## src/sv/mm1040_pkg.sv

```systemverilog
// Shared types and codes for the Montgomery multiplier controller and datapath.
package mm1040_pkg;

	typedef enum logic [1:0] {
		OP_MUL       = 2'd0,
		OP_SQR       = 2'd1,
		OP_SQR_CHAIN = 2'd2
	} op_t;

	typedef enum logic [1:0] {
		ACC_HOLD,
		ACC_LOAD,
		ACC_MAC,
		ACC_TAKE_T
	} acc_op_t;

	typedef enum logic [1:0] {
		PAIR_XB,
		PAIR_MQ,
		PAIR_TK
	} mul_pair_t;

	typedef enum logic [1:0] {
		SRC_A,
		SRC_B,
		SRC_W
	} src_t;

	typedef struct packed {
		acc_op_t   acc_op;
		mul_pair_t pair;
		logic [1:0] part;
		logic      v_zero;
		logic      cap_b;
		logic      cap_x;
		logic      cap_q;
		logic      carry_clr;
		logic      digit_end;
		logic      v_wr;
		logic      v_top;
		logic      vtop_clr;
		logic      w_wr;
		logic      out_cap;
		logic      out_last;
		logic [4:0] out_idx;
		src_t      y_src;
		logic      x_w;
	} dp_cmd_t;

endpackage

```

## src/sv/mm1040_ctrl.sv

```systemverilog
// Controller: sequences rounds, digit steps, pass copies and the result beats.
module mm1040_ctrl
	import mm1040_pkg::*;
#(
	parameter int NUM_DIGITS = 20,
	parameter int SQUARINGS  = 5,
	parameter int IDX_W      = $clog2(NUM_DIGITS)
) (
	input  logic             clk,
	input  logic             arst_n,
	input  logic             start,
	input  logic [1:0]       op,
	input  logic             last_load,
	output logic             busy,
	output logic [IDX_W-1:0] rd_addr,
	output logic [IDX_W-1:0] wr_addr,
	output dp_cmd_t          cmd
);

	localparam int CNT_W = $clog2(NUM_DIGITS + 1);
	localparam int PW    = $clog2(SQUARINGS + 1);
	localparam logic [CNT_W-1:0] LAST = CNT_W'(NUM_DIGITS - 1);
	localparam logic [CNT_W-1:0] FULL = CNT_W'(NUM_DIGITS);

	typedef enum logic [3:0] {
		S_IDLE, S_PASS, S_RD_B, S_CAP_B, S_Q_LOAD, S_Q_MULB, S_Q_T, S_Q_MULK,
		S_Q_CAP, S_D_LOAD, S_D_MULB, S_D_MULM, S_D_END, S_TOP, S_COPY, S_OUT
	} state_t;

	state_t           state_q;
	logic [1:0]       part_q;
	logic [CNT_W-1:0] j_q;
	logic [CNT_W-1:0] rnd_q;
	logic [PW-1:0]    pass_q;
	logic             sq_q;
	logic             xw_q;
	logic [CNT_W-1:0] j_dec;
	logic [CNT_W-1:0] j_inc;

	assign busy  = (state_q != S_IDLE);
	assign j_dec = j_q - CNT_W'(1);
	assign j_inc = j_q + CNT_W'(1);

	always_ff @(posedge clk or negedge arst_n) begin
		if (!arst_n) begin
			state_q <= S_IDLE;
			part_q  <= '0;
			j_q     <= '0;
			rnd_q   <= '0;
			pass_q  <= '0;
			sq_q    <= 1'b0;
			xw_q    <= 1'b0;
		end else begin
			unique case (state_q)
				S_IDLE: begin
					if (start && last_load) begin
						sq_q   <= (op == OP_SQR) || (op == OP_SQR_CHAIN);
						pass_q <= (op == OP_SQR_CHAIN) ? PW'(SQUARINGS - 1) : '0;
						xw_q   <= 1'b0;
						state_q <= S_PASS;
					end
				end
				S_PASS: begin
					rnd_q   <= '0;
					state_q <= S_RD_B;
				end
				S_RD_B:   state_q <= S_CAP_B;
				S_CAP_B:  state_q <= S_Q_LOAD;
				S_Q_LOAD: begin
					part_q  <= '0;
					state_q <= S_Q_MULB;
				end
				S_Q_MULB: begin
					part_q <= part_q + 2'd1;
					if (part_q == 2'd3) begin
						state_q <= S_Q_T;
					end
				end
				S_Q_T: state_q <= S_Q_MULK;
				S_Q_MULK: begin
					part_q <= part_q + 2'd1;
					if (part_q == 2'd3) begin
						state_q <= S_Q_CAP;
					end
				end
				S_Q_CAP: begin
					j_q     <= '0;
					state_q <= S_D_LOAD;
				end
				S_D_LOAD: begin
					part_q  <= '0;
					state_q <= S_D_MULB;
				end
				S_D_MULB: begin
					part_q <= part_q + 2'd1;
					if (part_q == 2'd3) begin
						state_q <= S_D_MULM;
					end
				end
				S_D_MULM: begin
					part_q <= part_q + 2'd1;
					if (part_q == 2'd3) begin
						state_q <= S_D_END;
					end
				end
				S_D_END: begin
					j_q <= j_inc;
					state_q <= (j_q == LAST) ? S_TOP : S_D_LOAD;
				end
				S_TOP: begin
					rnd_q <= rnd_q + CNT_W'(1);
					j_q   <= '0;
					if (rnd_q != LAST) begin
						state_q <= S_RD_B;
					end else if (pass_q != '0) begin
						pass_q  <= pass_q - PW'(1);
						state_q <= S_COPY;
					end else begin
						state_q <= S_OUT;
					end
				end
				S_COPY: begin
					j_q <= j_inc;
					if (j_q == FULL) begin
						xw_q    <= 1'b1;
						state_q <= S_PASS;
					end
				end
				S_OUT: begin
					j_q <= j_inc;
					if (j_q == FULL) begin
						state_q <= S_IDLE;
					end
				end
				default: state_q <= S_IDLE;
			endcase
		end
	end

	always_comb begin
		cmd        = '0;
		cmd.acc_op = ACC_HOLD;
		cmd.pair   = PAIR_XB;
		cmd.part   = part_q;
		cmd.v_zero = (rnd_q == '0);
		cmd.x_w    = xw_q;
		cmd.y_src  = sq_q ? (xw_q ? SRC_W : SRC_A) : SRC_B;
		cmd.out_idx = 5'(j_dec);
		cmd.out_last = (j_q == FULL);
		rd_addr    = '0;
		wr_addr    = j_dec[IDX_W-1:0];
		unique case (state_q)
			S_IDLE: ;
			S_PASS:   cmd.vtop_clr = 1'b1;
			S_RD_B:   rd_addr = rnd_q[IDX_W-1:0];
			S_CAP_B: begin
				cmd.cap_b     = 1'b1;
				cmd.carry_clr = 1'b1;
			end
			S_Q_LOAD: begin
				cmd.acc_op = ACC_LOAD;
				cmd.cap_x  = 1'b1;
			end
			S_Q_MULB: cmd.acc_op = ACC_MAC;
			S_Q_T:    cmd.acc_op = ACC_TAKE_T;
			S_Q_MULK: begin
				cmd.acc_op = ACC_MAC;
				cmd.pair   = PAIR_TK;
			end
			S_Q_CAP:  cmd.cap_q = 1'b1;
			S_D_LOAD: begin
				cmd.acc_op = ACC_LOAD;
				cmd.cap_x  = 1'b1;
			end
			S_D_MULB: cmd.acc_op = ACC_MAC;
			S_D_MULM: begin
				cmd.acc_op = ACC_MAC;
				cmd.pair   = PAIR_MQ;
			end
			S_D_END: begin
				cmd.digit_end = 1'b1;
				cmd.v_wr      = (j_q != '0);
				rd_addr       = (j_q == LAST) ? '0 : j_inc[IDX_W-1:0];
			end
			S_TOP: begin
				cmd.v_wr  = 1'b1;
				cmd.v_top = 1'b1;
				wr_addr   = LAST[IDX_W-1:0];
			end
			S_COPY: begin
				cmd.w_wr = (j_q != '0);
				rd_addr  = (j_q == FULL) ? '0 : j_q[IDX_W-1:0];
			end
			S_OUT: begin
				cmd.out_cap = (j_q != '0);
				rd_addr     = (j_q == FULL) ? '0 : j_q[IDX_W-1:0];
			end
			default: ;
		endcase
	end

endmodule

```

## config.mk

```make
export PLATFORM = sky130hd
export DESIGN_NAME = mm1040_ctrl
export DESIGN_NICKNAME = d
export VERILOG_FILES = /design/src/sv/mm1040_pkg.sv /design/src/sv/mm1040_ctrl.sv
export SDC_FILE = /design/constraint.sdc
export NUM_CORES = 1
export LEC_CHECK = 0
export BUFFER_PORTS_ARGS = -buffer_cell sky130_fd_sc_hd__buf_2
export CORE_UTILIZATION = 35
export CTS_CLUSTER_SIZE = 12
export DETAILED_ROUTE_END_ITERATION = 10
export GPL_ROUTABILITY_DRIVEN = 0
export PLACE_DENSITY = 0.62
export SKIP_LAST_GASP = 1
export SLEW_MARGIN = 20
export SYNTH_ARGS = -nofsm -noshare
export SYNTH_HDL_FRONTEND = slang
export SYNTH_SLANG_ARGS = --single-unit
```

## constraint.sdc

```tcl
create_clock -name clk -period 2.45 [get_ports clk]
set_input_delay 0.1225 -clock clk [delete_from_list [all_inputs] [get_ports clk]]
set_output_delay 0.1225 -clock clk [all_outputs]
set_load 0.01 [all_outputs]
```

==> reports/qor.yml <==
detailed_routing:
  post-route-drc-count: 0
  wl_per_cell_um: 13.8
  viasPerCell: 5.22
  drt_iter0_markers: 126
  ant_nets: 0
  vias: 1665
  firstDrtPassIters: 4
  finalWirelength_um: 4410
synthesis:
  synthAdderAreaFrac: 0.0724
  synth.mux.area_fraction: 0.0268
  synthTopCellsByArea: "dfrtp_1 (30%), ha_1 (7.2%), nand2_1 (5.9%), o21ai_0 (3.5%), nor2_1 (3.5%)"
  synth_top_family_by_area: "simple AND/OR/NAND/NOR gates"
  synth_compound_area_frac: 0.207
  ys_seq_area_frac: 0.304
  yosys.area_share.simple: 0.268
  synth_area_leader_cell: "dfrtp_1"
  synth_edf_count: 0
  syn_avg_cell_area_um2: 8.11
  netlist-cell-type-count: 53
  ys_warn_count: 0
  netlist_instances: 213
  syn-cell-area_um2: 1730
  synth_seq_cells: 21
  synth_top_area_share: 0.304
  ys.flop_type: "dfrtp_1"
  synth_common_cells: "nand2_1 (27), dfrtp_1 (21), nor2_1 (16)"
  syn-num-nets: 229
  synth_xor_area_frac: 0.0406
  async_reset_ff_frac: 1.00
  yosys.cell_count.top_type: "nand2_1"
setup_path:
  cp.arrival_ns: 2.14
  start_kind: "flop"
  worstPathMaxFanout: 10
  rrSetupSlack_ns: 0.38
  end_kind: "primary output"
  required_ns: 2.33
  path_class: "flop to primary output"
sta:
  slew_headroom: 0.660
  hold_viol: 0
  worst_pin_slew_ns: 0.511
  fin_crit_sh: 0.924
  clock_skew_ns: 0.00674
  min_period_ns: 2.26
  finalSetupTns_ns: 0
  rsz0062_at_grt: "false"
  hold_slack_ns: 0.155
  finalSetupViolations: 0
  fmax_mhz: 442
  slew_violations: 0
finish:
  post-route-util: 0.435
  design_area_um2: 2060
  syn2layout_area_growth_pct: 19.0
  final_nets: 269
  n_antenna_cell: 0
  nFillCells: 475
  drive_gt1_frac: 0.254
place:
  port_buffers: 42
  placed_area_um2: 2000
  hpwl_um: 3350
global_route:
  antenna_found_initial: 0
  grt_use_total: 0.175
  grt_overflow: 0
  grt_start_max_net_pins: 24
  grt_pass1_wl_um: 7260
  grt_pass1_vias: 1492
clock_tree:
  htreeDepth: 1
  cts.path.max_buffers: 2
  clock-sinks: 21
  worstSkewPairLatency_ns: 0.26
  cts-root-buf: "clkbuf_8"
  path_clk_slew_ns: 0.08
  post_cts_buffers: 0
  cts_tree: "built"
  cts_buffers: 3
power_and_ir_drop:
  powerDensity_nw_per_um2: 290
  clkPwrFrac: 0.393
  swShare: 0.217
  pwr-share-comb: 0.026
  power_switching_mw: 0.129
  ir_drop_v: 0.000223
  power.leakage_nw: 0.994
  seqPwrFrac: 0.581
  p_int_mw: 0.467
floorplanning:
  dieArea_um2: 5220
  ios: 43
  die_y_um: 72.3
  rows: 25
  core_um2: 4720
  die_w_um: 72.3
  initial_core_util: 0.366
run_status:
  outcome: "completed"
min_path:
  hold_class: "input port to flop"
run:
  cap_violations: 0
## state kept, by name, indices dropped and copies added, names as in the netlist
signal and flops:
sq_q 1, pass_q 3, state_q 4, j_q 5
rnd_q 5, xw_q 1, part_q 2
## area by class of cell
cell class / instances / area (um^2) / area share
clock buffer: 4 / 45.0 / 0.0219
inverter: 16 / 60.1 / 0.0292
multi-input combinational: 160 / 1060 / 0.516
sequential: 21 / 526 / 0.255
tap: 67 / 83.8 / 0.0408
timing repair buffer: 51 / 280 / 0.136
## layout by cell type (no fill, tap or decap), drive strengths merged, types with 4 or more instances in the layout
cell type  synthesis  routed
a21oi              9       9
a31oi              4       4
buf               11      50
clkbuf             5       4
dfrtp             21      21
ha                10      10
inv               15      15
nand2             27      27
nand2b             7       7
nand3              5       5
nor2              16      16
nor3               8       8
o21ai             12      12
o31ai              5       5
xor2               5       5
## metrics by stage
step / power, mW / setup WS [ns] / std cells
after floorplan: 0.355 / 0.553 / 213
after global placement: 0.368 / 0.512 / 314
after detailed placement: 0.368 / 0.445 / 314
after CTS: 0.607 / 0.219 / 319
after global routing: 0.621 / 0.0122 / 319
final: 0.596 / 0.187 / 319
## critical path, stage by stage (launching register included)
cell and delay, ns:
dfrtp_1 0.53, inv_1 0.13, ha_1 0.24, and4b_1 0.24
nor2_1 0.31, o21ai_0 0.17, o211ai_1 0.11, buf_2 0.16
## power groups by stage
stage	Clock [mW]	Sequential [mW]	Combinational, mW
finish	0.234	0.346	0.0157
global route	0.256	0.346	0.0187
CTS	0.244	0.346	0.0164
detailed placement	0	0.353	0.0152
global placement	0	0.353	0.0149
floorplan	0	0.353	0.00169
## per-layer routing
layer / global-route usage / wire, um
met3: 0.0167 / 181
met1: 0.261 / 2160
met5: 0 / 0
met2: 0.274 / 2040
met4: 0.0370 / 28
## logic make-up after synthesis
| logic type | Yosys count |
|---|---|
| AO/OA/AOI/OAI | 52 |
| XOR/XNOR | 8 |
| adder cells (fa/ha/maj) | 10 |
| buffers and inverters | 32 |
| flip-flops | 21 |
| multiplexers | 4 |
| AND/OR/NAND/NOR | 86 |
## timing repair
item | 4_1_cts | 5_1_grt
gates resized for setup | 0 | 0
endpoints found under the hold margin | 21 | 0
hold buffers | 1 | 0
## worst paths after layout
kind,start,end,cells past startpoint
setup / recovery,j_q[0],rd_addr[2],7
hold / removal,op[1],sq_q,3
setup reg to reg,j_q[0],state_q[0],6
hold reg to reg,sq_q,sq_q,2
max in group asynchronous,arst_n,state_q[0],2
min in group asynchronous,arst_n,sq_q,2
(Power assumes the default switching activity.)
